--- src/hw/rtl/conv3x3_valid_stream_assert.svh ---
// ----------------------------------------------------------------------------
// conv3x3_valid_stream assertion macros
// Shared concurrent assertion forms. Clock is clk, reset is rst_n.
// ----------------------------------------------------------------------------
`ifndef CONV3X3_VALID_STREAM_ASSERT_SVH
`define CONV3X3_VALID_STREAM_ASSERT_SVH

// same-cycle implication
`define C3VS_ASSERT_NOW(lbl, ante, cons, msg) \
  lbl: assert property (@(posedge clk) disable iff (!rst_n) (ante) |-> (cons)) \
    else $error(msg);

// next-cycle implication
`define C3VS_ASSERT_NEXT(lbl, ante, cons, msg) \
  lbl: assert property (@(posedge clk) disable iff (!rst_n) (ante) |=> (cons)) \
    else $error(msg);

`endif

--- src/hw/rtl/c3vs_pkg.sv ---
// ----------------------------------------------------------------------------
// c3vs_pkg
// Shared types and constants of the 3x3 valid-region convolution stream.
// ----------------------------------------------------------------------------
package c3vs_pkg;

  localparam int CFG_IDX_BITS   = 3;
  localparam int CFG_DATA_BITS  = 48;
  localparam int SIZE_BITS      = 10;
  localparam int COEF_BITS      = 16;
  localparam int KSIZE          = 3;
  localparam int KTAPS          = KSIZE * KSIZE;
  localparam int FRAC_BITS      = 8;
  localparam int OUT_BITS       = 20;
  localparam int OUT_TDATA_BITS = 24;
  localparam int OUT_MAX_VAL    = 524287;
  localparam int OUT_MIN_VAL    = -524288;
  localparam int QUEUE_DEPTH    = 4;
  localparam int QUEUE_PTR_BITS = 2;
  localparam int QUEUE_CNT_BITS = 3;

  typedef enum logic [CFG_IDX_BITS-1:0] {
    REG_IMAGE_WIDTH  = 3'd0,
    REG_IMAGE_HEIGHT = 3'd1,
    REG_KERNEL_TOP   = 3'd2,
    REG_KERNEL_MID   = 3'd3,
    REG_KERNEL_BOT   = 3'd4
  } cfg_reg_t;

  typedef logic signed [COEF_BITS-1:0] coef_t;

  // tap k = 3*row + col, row 0 / col 0 is the oldest pixel
  typedef coef_t [KTAPS-1:0] kernel_t;

  typedef struct packed {
    logic row_done;
    logic frame_done;
  } marks_t;

endpackage

--- src/hw/rtl/c3vs_queue.sv ---
// ----------------------------------------------------------------------------
// c3vs_queue
// Short FIFO of dispatched windows between intake and arithmetic.
// ----------------------------------------------------------------------------
module c3vs_queue #(
  parameter int WIDTH = 74
) (
  input  logic             clk,
  input  logic             rst_n,
  input  logic             push,
  input  logic [WIDTH-1:0] push_data,
  output logic             full,
  input  logic             pop,
  output logic [WIDTH-1:0] pop_data,
  output logic             empty
);

`include "conv3x3_valid_stream_assert.svh"

  localparam int PB = c3vs_pkg::QUEUE_PTR_BITS;
  localparam int CB = c3vs_pkg::QUEUE_CNT_BITS;

  logic [WIDTH-1:0] slot_r [c3vs_pkg::QUEUE_DEPTH];
  logic [PB-1:0]    wr_ptr_r, rd_ptr_r;
  logic [CB-1:0]    cnt_r;

  assign full     = cnt_r == CB'(c3vs_pkg::QUEUE_DEPTH);
  assign empty    = cnt_r == '0;
  assign pop_data = slot_r[rd_ptr_r];

  always_ff @(posedge clk) begin
    if (!rst_n) begin
      wr_ptr_r <= '0;
      rd_ptr_r <= '0;
      cnt_r    <= '0;
    end else begin
      if (push) begin
        wr_ptr_r <= (wr_ptr_r == PB'(c3vs_pkg::QUEUE_DEPTH - 1)) ? '0 : wr_ptr_r + PB'(1);
      end
      if (pop) begin
        rd_ptr_r <= (rd_ptr_r == PB'(c3vs_pkg::QUEUE_DEPTH - 1)) ? '0 : rd_ptr_r + PB'(1);
      end
      if (push && !pop) begin
        cnt_r <= cnt_r + CB'(1);
      end else if (pop && !push) begin
        cnt_r <= cnt_r - CB'(1);
      end
    end
  end

  always_ff @(posedge clk) begin
    if (push) begin
      slot_r[wr_ptr_r] <= push_data;
    end
  end

  `C3VS_ASSERT_NOW(a_no_push_full, full, !push, "window pushed into a full queue")
  `C3VS_ASSERT_NOW(a_no_pop_empty, empty, !pop, "window popped from an empty queue")
  `C3VS_ASSERT_NEXT(a_cnt_up, push && !pop, cnt_r == $past(cnt_r) + CB'(1), "queue count did not rise")

endmodule

--- config.mk ---
export PLATFORM = sky130hd
export DESIGN_NAME = c3vs_queue
export DESIGN_NICKNAME = d
export VERILOG_FILES = /design/src/hw/rtl/c3vs_pkg.sv /design/src/hw/rtl/c3vs_queue.sv
export VERILOG_INCLUDE_DIRS = /design/src /design/src/hw/rtl
export SDC_FILE = /design/constraint.sdc
export NUM_CORES = 1
export LEC_CHECK = 0
export ABC_AREA = 1
export BUFFER_PORTS_ARGS = -buffer_cell sky130_fd_sc_hd__buf_2
export CAP_MARGIN = 20
export CORE_MARGIN = 2
export CORE_UTILIZATION = 45
export CTS_BUF_LIST = sky130_fd_sc_hd__clkbuf_2
export DETAILED_ROUTE_END_ITERATION = 12
export PLACE_DENSITY = 0.67
export SYNTH_ARGS = -nofsm -noshare
export SYNTH_HDL_FRONTEND = slang
export SYNTH_SLANG_ARGS = --single-unit
--- constraint.sdc ---
create_clock -name clk -period 5.4 [get_ports clk]
set_clock_uncertainty 0.05 [all_clocks]
set_input_delay 0.54 -clock clk [delete_from_list [all_inputs] [get_ports clk]]
set_output_delay 0.54 -clock clk [all_outputs]
set_load 0.005 [all_outputs]
Word-level counts from Yosys, hierarchy flattened
Memories as Yosys holds them, arrays and structs flattened. A register that Yosys moved wholly into a read port is not among the register bits.
Cells that the tools add are included.
W data, S select, Z words.

storage, ports and cells
  register bits = 7
  RAM bits = 296
  output and inout bits = 76
  word-level logic and storage cells = 25
  memories = 1

memories
  name    depth  bits a word  read ports  clocked after Yosys merged registers in  write ports  line              RTL
  slot_r  4      74           1           1                                        1            c3vs_queue.sv:23  logic [WIDTH-1:0] slot_r [c3vs_pkg::QUEUE_DEPTH];

cells by class
  add/subtract/negate cells = 4
  eq/ne operators = 3
  mux-type cells = 8
  reduce and logical (&&, ||, !) cells = 6

operators with widths
  cell                   number
  $mux W2                4
  $mux W3                2
  $add A2 B1 Y2 const B  2
  $eq A2 B2 Y1 const B   2
  $add A3 B1 Y3 const B  1
  $eq A3 B3 Y1 const B   1
  $logic_not A3 Y1       1
  $sub A3 B1 Y3 const B  1
  $logic_and A1 B1 Y1    2
  $logic_not A1 Y1       2
  $mux W1                2
  $reduce_bool A2 Y1     1

Depth between registers and ports, before layout
  depth in word-level cells = 4
  gate-level depth with buffers = 10

Worst setup path before layout
No wires, ideal clock.

  kind = flip-flop to flip-flop
  start point = register wr_ptr_r[0]
  end point = memory slot_r[3][0], enable pin
  library setup time = 0.428 ns
  arrival = 2.025 ns
  slack = 2.897 ns
  stages on the path, launching flop included = 4
  path buffers = 0
  clock period less this slack = 2.503 ns
  cell sequence = dfxtp_1 ha_1 nand2_1 inv_1

RTL lines
  what                    line              RTL
  from (decl)             c3vs_queue.sv:24  logic [PB-1:0] wr_ptr_r, rd_ptr_r;
  from (signal assigned)  c3vs_queue.sv:38  wr_ptr_r <= (wr_ptr_r == PB'(c3vs_pkg::QUEUE_DEPTH - 1)) ? '0 : wr_ptr_r + PB'(1);
  to (decl)               c3vs_queue.sv:23

Straight into the memory's write port.

==> results.toml <==
[outcome]
outcome = "finished clean"

[timing]
rsz0062_at_grt = "no"
relSlewSlack_pct = 31.7
setup_viol = 0
finalCritPeriodShare_pct = 70.4
clock.fmax_ghz = 0.263
period_minus_slack_ns = 3.80
drv_slew = 0
fin_setup_tns_ns = 0
hold_viol_final = 0
worst_slew_pin_slew_ns = 1.02
hold_ws_ns = 0.438

[cts]
clock_latency_ns = 0.76
clockBufferDepth = 3
htree_levels = 3
clk_pin_slew_ns = 0.10
clock-sinks = 305
cts_tree = "built"
cts_buffers = 78
cts_setup_buffers = 0
cts_hold_buf = 77
root_buffer = "clkbuf_2"
cts_resized = 0

[power_and_ir_drop]
p_leak_nw = 5.07
power_density_nw_per_um2 = 343
fin_total_pwr_w = 0.00475
ir_drop_mv = 0.177

[worst_setup_path]
start_kind = "register"
reg2regPathDepth = 5
crit_path_max_fanout = 98
rr_endpoint = "slot_r[2][47]"
cp_slowest_cell = "inv_4"
endpoint_kind = "output pin"
reg2reg_from = "wr_ptr_r[0]"
path_buf_inv = 3
crit_type = "register to output pin"
crit_chain = "inv_4 -> buf_4 -> nor2_1 -> o22ai_1 -> buf_2"
crit_arrival_ns = 3.21
critical-path-top-delay-family = "buffers and inverters"
required_ns = 4.81
ff2ff_setup_slack_ns = 2.97
cpPeakStageDelay_ns = 0.79

[synthesis]
syn_inst = 775
synth_top_family_by_area = "compound AO/OA/AOI/OAI gates"
yosysWarnings = 0
ys_seq_area_share_pct = 79.4
syn_avg_cell_area_sq_um = 14.7
synth_fa_ha_area_share_pct = 0.833
synth-seq-cells = 305
synth_compound_area_share_pct = 10.8
synth_xor_area_share_pct = 0.0767
syn-cell-area_sq_um = 11400
syn_nets = 860
synthMuxAreaShare_pct = 0
yosysUniqueCellTypes = 21
synthSimpleGateAreaFrac_pct = 5.67

[global_routing]
grt_pass1_wl_microns = 37500
track_usage_pct = 18.4
antenna_found_initial = 1
first_global_vias = 7377
grt-ovfl-total = 0
grt_max_degree = 99

[die]
fp.dieW_microns = 163
initial_core_util_pct = 45.6
fp-row-count = 58
dieArea_sq_um = 26700
fp.dieH_microns = 163
coreArea_sq_um = 25000
io_pins = 154

[layout]
area_growth_pct = 21.2
postLayoutCoreUtil_pct = 55.3
fill_cells = 2094
nets = 1130
drive_above_1_share_pct = 26.5

[placement]
gp_congestion = 0.706
dp_hpwl_microns = 12500
portBuffers = 153

[hold_path]
hold_depth = 2
hold_path.startpoint = "push_data[3]"
hold_path_class = "input pin to register"
whs_endpoint = "slot_r[3][3]"

[routing]
wl_microns = 24300
dr.pass1.iters = 4
drt_iter0_markers = 469
drc_errors = 0
wl_per_cell_microns = 17.0
ant_nets = 0
route.vias.total = 7320
via_per_inst = 5.12

[job]
maxCapViolations = 0
==> per-stage QoR <==
stage               instance area (sq um)  setup WS (ns)  std cells
floorplan                           11400           2.90        775
global placement                    12400           2.32       1218
detailed placement                  12400           2.27       1218
CTS                                 13800           1.38       1427
global route                        13800           1.25       1430
finish                              13800           1.60       1430
==> area by class of cell <==
type / instances / area [sq um] / share of cell area (%)
flip-flops and latches: 305 / 9070 / 65.6
multi-input cells: 406 / 1980 / 14.3
repair buffers: 238 / 1600 / 11.5
clock buffers: 118 / 591 / 4.27
well taps: 330 / 413 / 2.98
clock inverters: 14 / 106 / 0.768
inverters: 16 / 67.6 / 0.488
diodes: 3 / 7.51 / 0.0542
==> synthesized netlist by cell type, drive strengths merged <==
cell	count	area, sq um
dfxtp	9	180
buf	21	199
ha	6	75.1
nand2	8	30.0
nand3	1	5.00
inv	16	60.1
fa	1	20.0
clkbuf	27	104
o22ai	74	463
a21oi	3	15.0
edfxtp	296	8890
xor2	1	8.76
nand4	1	6.26
nor3	4	20.0
nor2	156	586
o21ai	151	756
==> routing by layer <==
layer	part of all wire [%]	GRT usage [%]	vias to the layer above
met1	42	23.2	3546
li1	-	-	3518
met5	0	0	-
met4	1.8	7.32	0
met2	49	29.9	215
met3	7.3	5.46	41
==> registers in the layout, indices dropped and copies added (netlist names), named ones only <==
register	flops
slot_r	296
cnt_r	3
rd_ptr_r	2
wr_ptr_r	2
==> how the worst max path moves through the flow <==
stage / startpoint / endpoint / slack (ns) / cells after the start
detailed placement: register / pop_data[27] / 2.27 / 5
CTS: register / pop_data[27] / 1.38 / 5
finish: register / pop_data[8] / 1.60 / 5
global placement: register / pop_data[27] / 2.32 / 5
floorplan: wr_ptr_r[0] / slot_r[3][0] / 2.90 / 3
global route: register / pop_data[21] / 1.25 / 5
==> cell usage in the layout, fill, tap and decap left out, types with 5 or more instances in the layout <==
cell	count
edfxtp_1	296
nor2_1	156
buf_2	153
clkbuf_2	118
o21ai_0	97
dlygate4sd3_1	77
o22ai_1	74
o21ai_1	54
inv_1	10
clkinv_1	10
nand2_1	8
buf_4	8
dfxtp_1	7
ha_1	6
clkinv_2	5
==> where the power goes <==
part	internal, W	switching [W]
Sequential	0.00270	0.0000364
Combinational	0.000194	0.000293
Clock	0.000665	0.000856
Total	0.00356	0.00118
==> cell families (layout without fill, tap and decap cells) <==
kind of cell / Yosys count / in the layout
AOI/OAI and AO/OA: 228 / 228
buffers and inverters: 64 / 386
xor gates and xnor gates: 1 / 1
and+or+nand+nor: 170 / 170
DFF: 305 / 305
other: 0 / 3
adders and majority gates: 7 / 7
No activity file was read; power rests on OpenSTA's default activity.
