### config.mk
export PLATFORM = sky130hd
export DESIGN_NAME = c3vs_back
export DESIGN_NICKNAME = d
export VERILOG_FILES = /design/src/hw/rtl/c3vs_pkg.sv /design/src/hw/rtl/c3vs_back.sv
export VERILOG_INCLUDE_DIRS = /design/src /design/src/hw/rtl
export SDC_FILE = /design/constraint.sdc
export NUM_CORES = 2
export LEC_CHECK = 0
export ABC_AREA = 1
export ABC_CLOCK_PERIOD_IN_PS = 22500
export BUFFER_PORTS_ARGS = -buffer_cell sky130_fd_sc_hd__buf_4
export CORE_MARGIN = 2
export CORE_UTILIZATION = 47
export CTS_CLUSTER_DIAMETER = 60
export CTS_CLUSTER_SIZE = 16
export DETAILED_ROUTE_END_ITERATION = 10
export HOLD_SLACK_MARGIN = 0.03
export SKIP_LAST_GASP = 1
export SLEW_MARGIN = 20
export SYNTH_ARGS = -nofsm -noshare
export SYNTH_HDL_FRONTEND = slang
export SYNTH_SLANG_ARGS = --single-unit
### constraint.sdc
create_clock -name clk -period 22.5 [get_ports clk]
set_input_delay 4.5 -clock clk [delete_from_list [all_inputs] [get_ports clk]]
set_output_delay 4.5 -clock clk [all_outputs]
set_load 0.02 [all_outputs]
### src/hw/rtl/conv3x3_valid_stream_assert.svh
// ----------------------------------------------------------------------------
// conv3x3_valid_stream assertion macros
// Shared concurrent assertion forms. Clock is clk, reset is rst_n.
// ----------------------------------------------------------------------------
`ifndef CONV3X3_VALID_STREAM_ASSERT_SVH
`define CONV3X3_VALID_STREAM_ASSERT_SVH

// same-cycle implication
`define C3VS_ASSERT_NOW(lbl, ante, cons, msg) \
  lbl: assert property (@(posedge clk) disable iff (!rst_n) (ante) |-> (cons)) \
    else $error(msg);

// next-cycle implication
`define C3VS_ASSERT_NEXT(lbl, ante, cons, msg) \
  lbl: assert property (@(posedge clk) disable iff (!rst_n) (ante) |=> (cons)) \
    else $error(msg);

`endif

### src/hw/rtl/c3vs_pkg.sv
// ----------------------------------------------------------------------------
// c3vs_pkg
// Shared types and constants of the 3x3 valid-region convolution stream.
// ----------------------------------------------------------------------------
package c3vs_pkg;

  localparam int CFG_IDX_BITS   = 3;
  localparam int CFG_DATA_BITS  = 48;
  localparam int SIZE_BITS      = 10;
  localparam int COEF_BITS      = 16;
  localparam int KSIZE          = 3;
  localparam int KTAPS          = KSIZE * KSIZE;
  localparam int FRAC_BITS      = 8;
  localparam int OUT_BITS       = 20;
  localparam int OUT_TDATA_BITS = 24;
  localparam int OUT_MAX_VAL    = 524287;
  localparam int OUT_MIN_VAL    = -524288;
  localparam int QUEUE_DEPTH    = 4;
  localparam int QUEUE_PTR_BITS = 2;
  localparam int QUEUE_CNT_BITS = 3;

  typedef enum logic [CFG_IDX_BITS-1:0] {
    REG_IMAGE_WIDTH  = 3'd0,
    REG_IMAGE_HEIGHT = 3'd1,
    REG_KERNEL_TOP   = 3'd2,
    REG_KERNEL_MID   = 3'd3,
    REG_KERNEL_BOT   = 3'd4
  } cfg_reg_t;

  typedef logic signed [COEF_BITS-1:0] coef_t;

  // tap k = 3*row + col, row 0 / col 0 is the oldest pixel
  typedef coef_t [KTAPS-1:0] kernel_t;

  typedef struct packed {
    logic row_done;
    logic frame_done;
  } marks_t;

endpackage

### src/hw/rtl/c3vs_back.sv
// ----------------------------------------------------------------------------
// c3vs_back
// Multiply-accumulate pipeline, truncation, saturation and output register.
// ----------------------------------------------------------------------------
module c3vs_back #(
  parameter int PIXEL_BITS = 8
) (
  input  logic                                  clk,
  input  logic                                  rst_n,
  input  logic                                  q_valid,
  output logic                                  q_pop,
  input  logic [c3vs_pkg::KTAPS*PIXEL_BITS-1:0] q_window,
  input  c3vs_pkg::marks_t                      q_marks,
  input  c3vs_pkg::kernel_t                     kernel,
  output logic                                  res_valid,
  input  logic                                  res_ready,
  output logic [c3vs_pkg::OUT_BITS-1:0]         res_value,
  output c3vs_pkg::marks_t                      res_marks
);

`include "conv3x3_valid_stream_assert.svh"

  localparam int NT  = c3vs_pkg::KTAPS;
  localparam int PW  = PIXEL_BITS + 1 + c3vs_pkg::COEF_BITS;
  localparam int BW  = PW + 2;
  localparam int CWD = PW + 4;
  localparam int QN  = CWD - c3vs_pkg::FRAC_BITS;
  localparam int QW  = (QN > c3vs_pkg::OUT_BITS) ? QN : c3vs_pkg::OUT_BITS;
  localparam logic signed [QW-1:0] Q_MAX = QW'(c3vs_pkg::OUT_MAX_VAL);
  localparam logic signed [QW-1:0] Q_MIN = QW'(c3vs_pkg::OUT_MIN_VAL);

  logic                   stall, adv;
  logic                   va_r, vb_r, vc_r, vd_r;
  c3vs_pkg::marks_t       ma_r, mb_r, mc_r, md_r;
  logic signed [PW-1:0]   prod_nxt [NT];
  logic signed [PW-1:0]   prod_r   [NT];
  logic signed [BW-1:0]   part_nxt [c3vs_pkg::KSIZE];
  logic signed [BW-1:0]   part_r   [c3vs_pkg::KSIZE];
  logic signed [CWD-1:0]  sum_nxt, sum_r;
  logic signed [QN-1:0]   quo;
  logic signed [QW-1:0]   quo_ext;
  logic [c3vs_pkg::OUT_BITS-1:0] val_nxt, val_r;

  assign stall = vd_r && !res_ready;
  assign adv   = !stall;
  assign q_pop = adv && q_valid;

  always_comb begin
    for (int k = 0; k < NT; k++) begin
      prod_nxt[k] = $signed({1'b0, q_window[k*PIXEL_BITS +: PIXEL_BITS]})
                    * $signed(kernel[k]);
    end
    for (int i = 0; i < c3vs_pkg::KSIZE; i++) begin
      part_nxt[i] = BW'(prod_r[3*i]) + BW'(prod_r[3*i+1]) + BW'(prod_r[3*i+2]);
    end
    sum_nxt = CWD'(part_r[0]) + CWD'(part_r[1]) + CWD'(part_r[2]);
  end

  // divide by 256 rounding toward zero, then clamp to 20 bits
  always_comb begin
    quo = QN'(sum_r >>> c3vs_pkg::FRAC_BITS);
    if (sum_r[CWD-1] && (sum_r[c3vs_pkg::FRAC_BITS-1:0] != '0)) begin
      quo = quo + QN'(1);
    end
    quo_ext = QW'(quo);
    if (quo_ext > Q_MAX) begin
      val_nxt = Q_MAX[c3vs_pkg::OUT_BITS-1:0];
    end else if (quo_ext < Q_MIN) begin
      val_nxt = Q_MIN[c3vs_pkg::OUT_BITS-1:0];
    end else begin
      val_nxt = quo_ext[c3vs_pkg::OUT_BITS-1:0];
    end
  end

  always_ff @(posedge clk) begin
    if (!rst_n) begin
      va_r <= 1'b0;
      vb_r <= 1'b0;
      vc_r <= 1'b0;
      vd_r <= 1'b0;
    end else if (adv) begin
      va_r <= q_pop;
      vb_r <= va_r;
      vc_r <= vb_r;
      vd_r <= vc_r;
    end
  end

  always_ff @(posedge clk) begin
    if (adv) begin
      prod_r <= prod_nxt;
      ma_r   <= q_marks;
      part_r <= part_nxt;
      mb_r   <= ma_r;
      sum_r  <= sum_nxt;
      mc_r   <= mb_r;
      val_r  <= val_nxt;
      md_r   <= mc_r;
    end
  end

  assign res_valid = vd_r;
  assign res_value = val_r;
  assign res_marks = md_r;

  `C3VS_ASSERT_NEXT(a_pop_lands, q_pop, va_r, "popped window missing from stage A")
  `C3VS_ASSERT_NEXT(a_stall_holds, stall, (vc_r == $past(vc_r)) && (vb_r == $past(vb_r)), "pipeline moved during stall")
  `C3VS_ASSERT_NEXT(a_drain, vc_r && adv, vd_r, "stage C result lost")

endmodule

; After elaboration in Yosys (flattened, before gate mapping)
; Cells that the tools add are included.
[totals]
regBits = 367
inputBits = 222
output_inout_bits = 24
wordCells = 54
[op_classes]
n_addsub = 9
mul = 9
n_lt_le_gt_ge = 2
n_mux = 2
reduce_logical = 6
[ops]
columns = op, n
row1 = 9-bit by 16-bit multiplier with 25-bit output, 9
row2 = 26-bit by 25-bit adder with 27-bit output, 3
row3 = 25-bit by 25-bit adder with 26-bit output, 3
row4 = 28-bit by 27-bit adder with 29-bit output, 1
row5 = 27-bit by 27-bit adder with 28-bit output, 1
row6 = "21-bit by 2-bit adder with 21-bit output, second input constant", 1
row7 = "21-bit by 20-bit greater-than comparator with 1-bit output, second input constant", 1
row8 = "21-bit by 20-bit < comparator with 1-bit output, second input constant", 1
row9 = 21-bit 2-to-1 mux, 1
row10 = 20-bit 2-to-1 mux, 1
row11 = 8-bit nonzero test, 1
row12 = 1-bit logical AND, 3
row13 = 1-bit logical NOT, 2

; Logic depth before layout (Yosys ltp)
[depth]
word_depth = 5
depth_mapped = 23
ltp_nobuf = 21

; Worst setup path before layout
; Ideal clock, no wire load.
[synth_path]
kind = input to output
from = input port res_ready
to = output port q_pop
arrival_ns = 12.458
t_required_ns = 18.000
slack_ns = 5.542
stages = 4
path_cell_list = nor2_1 > inv_1 > nand2_1 > inv_1
[synth_via]
elab_chain_cells = 4
[synth_rtl]
columns = element, line_no
row1 = start: declaration, c3vs_back.sv:16  ; input logic res_ready,
row2 = 1-bit logical NOT, c3vs_back.sv:44  ; assign stall = vd_r && !res_ready;
row3 = 1-bit logical AND, c3vs_back.sv:44
row4 = 1-bit logical NOT, c3vs_back.sv:45  ; assign adv = !stall;
row5 = 1-bit logical AND, c3vs_back.sv:46  ; assign q_pop = adv && q_valid;
row6 = end: declaration, c3vs_back.sv:11  ; output logic q_pop,
; Every way passes these cells.

; Worst setup path after layout
; Ends and elaborated chain as after synthesis.

==> summary.txt <==
Critical path
  – Cell repeated most along the worst path: buf_4
  – CP Launch Type: input pin
  – Max incr delay on CP: 0.42 ns
  – Crit-path max FO: 88
  – Worst-path cell chain: buf_4 > nor2_1 > inv_8 > nand2_1 > inv_1 > buf_4
  – WP data required: 18.00 ns
  – Crit end category: output port
  – Crit-path slowest cell: nor2_1
  – CP Data Arrival Time: 5.73 ns
  – WS Path Type: in2out

STA
  – Slew Viols, Final: 0
  – Rel. slew slack: 36.0%
  – Fmax: just under 0.1 GHz
  – Final Hold Viols: 0
  – Fin crit period: 10.23 ns
  – Total negative slack: 0 ns
  – Tightest Pin Transition: 0.960 ns
  – Final Cycle Share: 45.4%
  – Layout Skew: roughly 0.034 ns
  – Unrepaired setup endpoints after global routing: no
  – Final setup vio count: 0

Die
  – Row Count: roughly 140
  – DIE WIDTH: 376 um
  – DIE HEIGHT: 376 um
  – Die area: 142000 um^2
  – Initial Util: 47.4%
  – Placeable Area: around 140000 um^2
  – I/O pin cnt: 246

Logic synthesis
  – Ys flop type: edfxtp_1
  – Synthesized area per cell: between 7 and 8 um^2
  – Distinct cell type count after synthesis: 40
  – Synth warn: 0
  – Async SR Flop Fraction: 0%
  – Sequential fraction of the synthesis area: between 15 and 20%
  – #FFs+latches synth: 367
  – Syn Inst Count: approximately 8300
  – Post-synth EDFFs: 363
  – Mapped Area: 65200 um^2
  – Syn Nets: 10083

GRT
  – Total gr overflow: 0
  – Number of global-route vias before repair: just over 50000
  – Largest net degree at the start of global routing: 89
  – GR Util All Layers: 23.1%
  – First-pass GRT wire length: 266000 um
  – Antenna violations before repair: 1

CTS
  – H-tree levels: 2
  – CTS tree: done
  – CTS Buf Count: 35
  – CTS Buffer Depth: 3
  – Post CTS Setup Buffer Count: 0
  – Clk Latency, worst-skew pair: around 0.57 ns
  – Sinks on Clock Net: 367
  – Post-CTS Hold Fix Bufs: 0
  – Clock-pin slew on the worst setup and hold paths: 0.07 ns
  – CTS root buf: clkbuf_16
  – CTS-repair resized insts: 0

Layout
  – Ratio of cells with drive above 1 in the final layout: 3.88%
  – Most frequent cells in the layout: inv_1, nand2_1, fa_1
  – Fin area: 69300 um^2
  – N_diodes: 0
  – Final #Nets: ~10000
  – Most common cell after layout, fill and taps aside: inv_1
  – Fillers: around 13000
  – Area grow syn2layout: 6.32%

Route
  – Post-route ant nets: 0
  – Drt drc: 0
  – 1st-iter DRT viols: 3537
  – Post-DR vias/cell: roughly 5
  – Total wire length: around 160000 um
  – Via count: around 50000
  – Drt pass-1 iters: 6
  – Avg WL per Cell: 15.7 um

Placement
  – Placer congestion estimate: 0.928
  – DP Area: 68100 um^2
  – PortBufs: 245
  – Hpwl dp: 136000 um

Hold path
  – Tightest Hold Check Type: reg2reg

Job
  – Max-Cap Viols: 0

Outcome
  – Status: finished, final reports clean
-- registers in the layout, indices dropped and copies added, names as in the netlist --
signal and cells:
vb_r 1, res_valid 1, sum_r 29, vc_r 1, va_r 1, ma_r 2
prod_r 225, mc_r 2, res_value 20, res_marks 2, part_r 81, mb_r 2
-- per-stage QoR --
stage / setup WS [ns] / utilization, % / hold WS [ns] / std cells
floorplan: 5.54 / - / 0.400 / 8284
global route: 12.09 / 50.4 / 0.428 / 10094
CTS: 12.23 / 50.4 / 0.414 / 10094
global placement: 12.25 / 49.5 / 0.404 / 10035
detailed placement: 12.23 / 49.5 / 0.405 / 10035
finish: 12.27 / 50.4 / 0.410 / 10094
-- worst max-delay path, delay by kind of cell --
kind	cells	cell delay, ns
AND/OR/NAND/NOR	2	0.59
buffers and inverters	4	0.63
-- synthesized netlist by cell type (118+ instances only) --
cell type	instances	area, um^2
inv_1	2348	8810
ha_1	553	6920
nand3_1	222	1110
a21oi_1	364	1820
clkbuf_1	246	923
nor2_1	318	1190
nand2_1	2105	7900
nand4_1	118	738
xor2_1	159	1390
o21ai_0	200	1000
fa_1	1024	20500
edfxtp_1	363	10900
-- path summary, 6_finish.rpt --
kind,from,endpoint,slack [ns],depth (start not counted)
worst max register to register,res_valid,part_r[40],18.65,6
worst min-delay path,ma_r[1],mb_r[1],0.41,0
worst max-delay path,res_ready,q_pop,12.27,6
worst min register to register,ma_r[1],mb_r[1],0.41,0
-- layout make-up --
cell class	instances	area (um^2)	area share, %
timing repair buffer	249	1870	2.70
tap	1794	2240	3.24
multi-input combinational	5276	44200	63.8
sequential	367	11000	15.8
inverter	2349	8820	12.7
clock buffer	42	933	1.35
clock inverter	17	231	0.334
-- metal layers --
| layer | track usage [%] | vias up | wire, um |
|---|---|---|---|
| met5 | 0 | - | 0 |
| met4 | 2.73 | 0 | 1440 |
| met3 | 1.80 | 89 | 8000 |
| met2 | 35.7 | 1153 | 69000 |
| li1 | - | 24435 | - |
| met1 | 36.3 | 24289 | 80000 |
-- kinds of logic after synthesis --
kind of cell / after synthesis / synth area share [%]
adder cells (fa/ha/maj): 1577 / 42.1
AO/OA/AOI/OAI: 630 / 5.10
AND/OR/NAND/NOR: 2836 / 17.5
XOR/XNOR: 233 / 3.13
flip-flops: 367 / 16.9
buffers and inverters: 2641 / 15.3
Power is not shown: default switching activity piles up to over one toggle a cycle in this logic, so the estimate is an artifact.
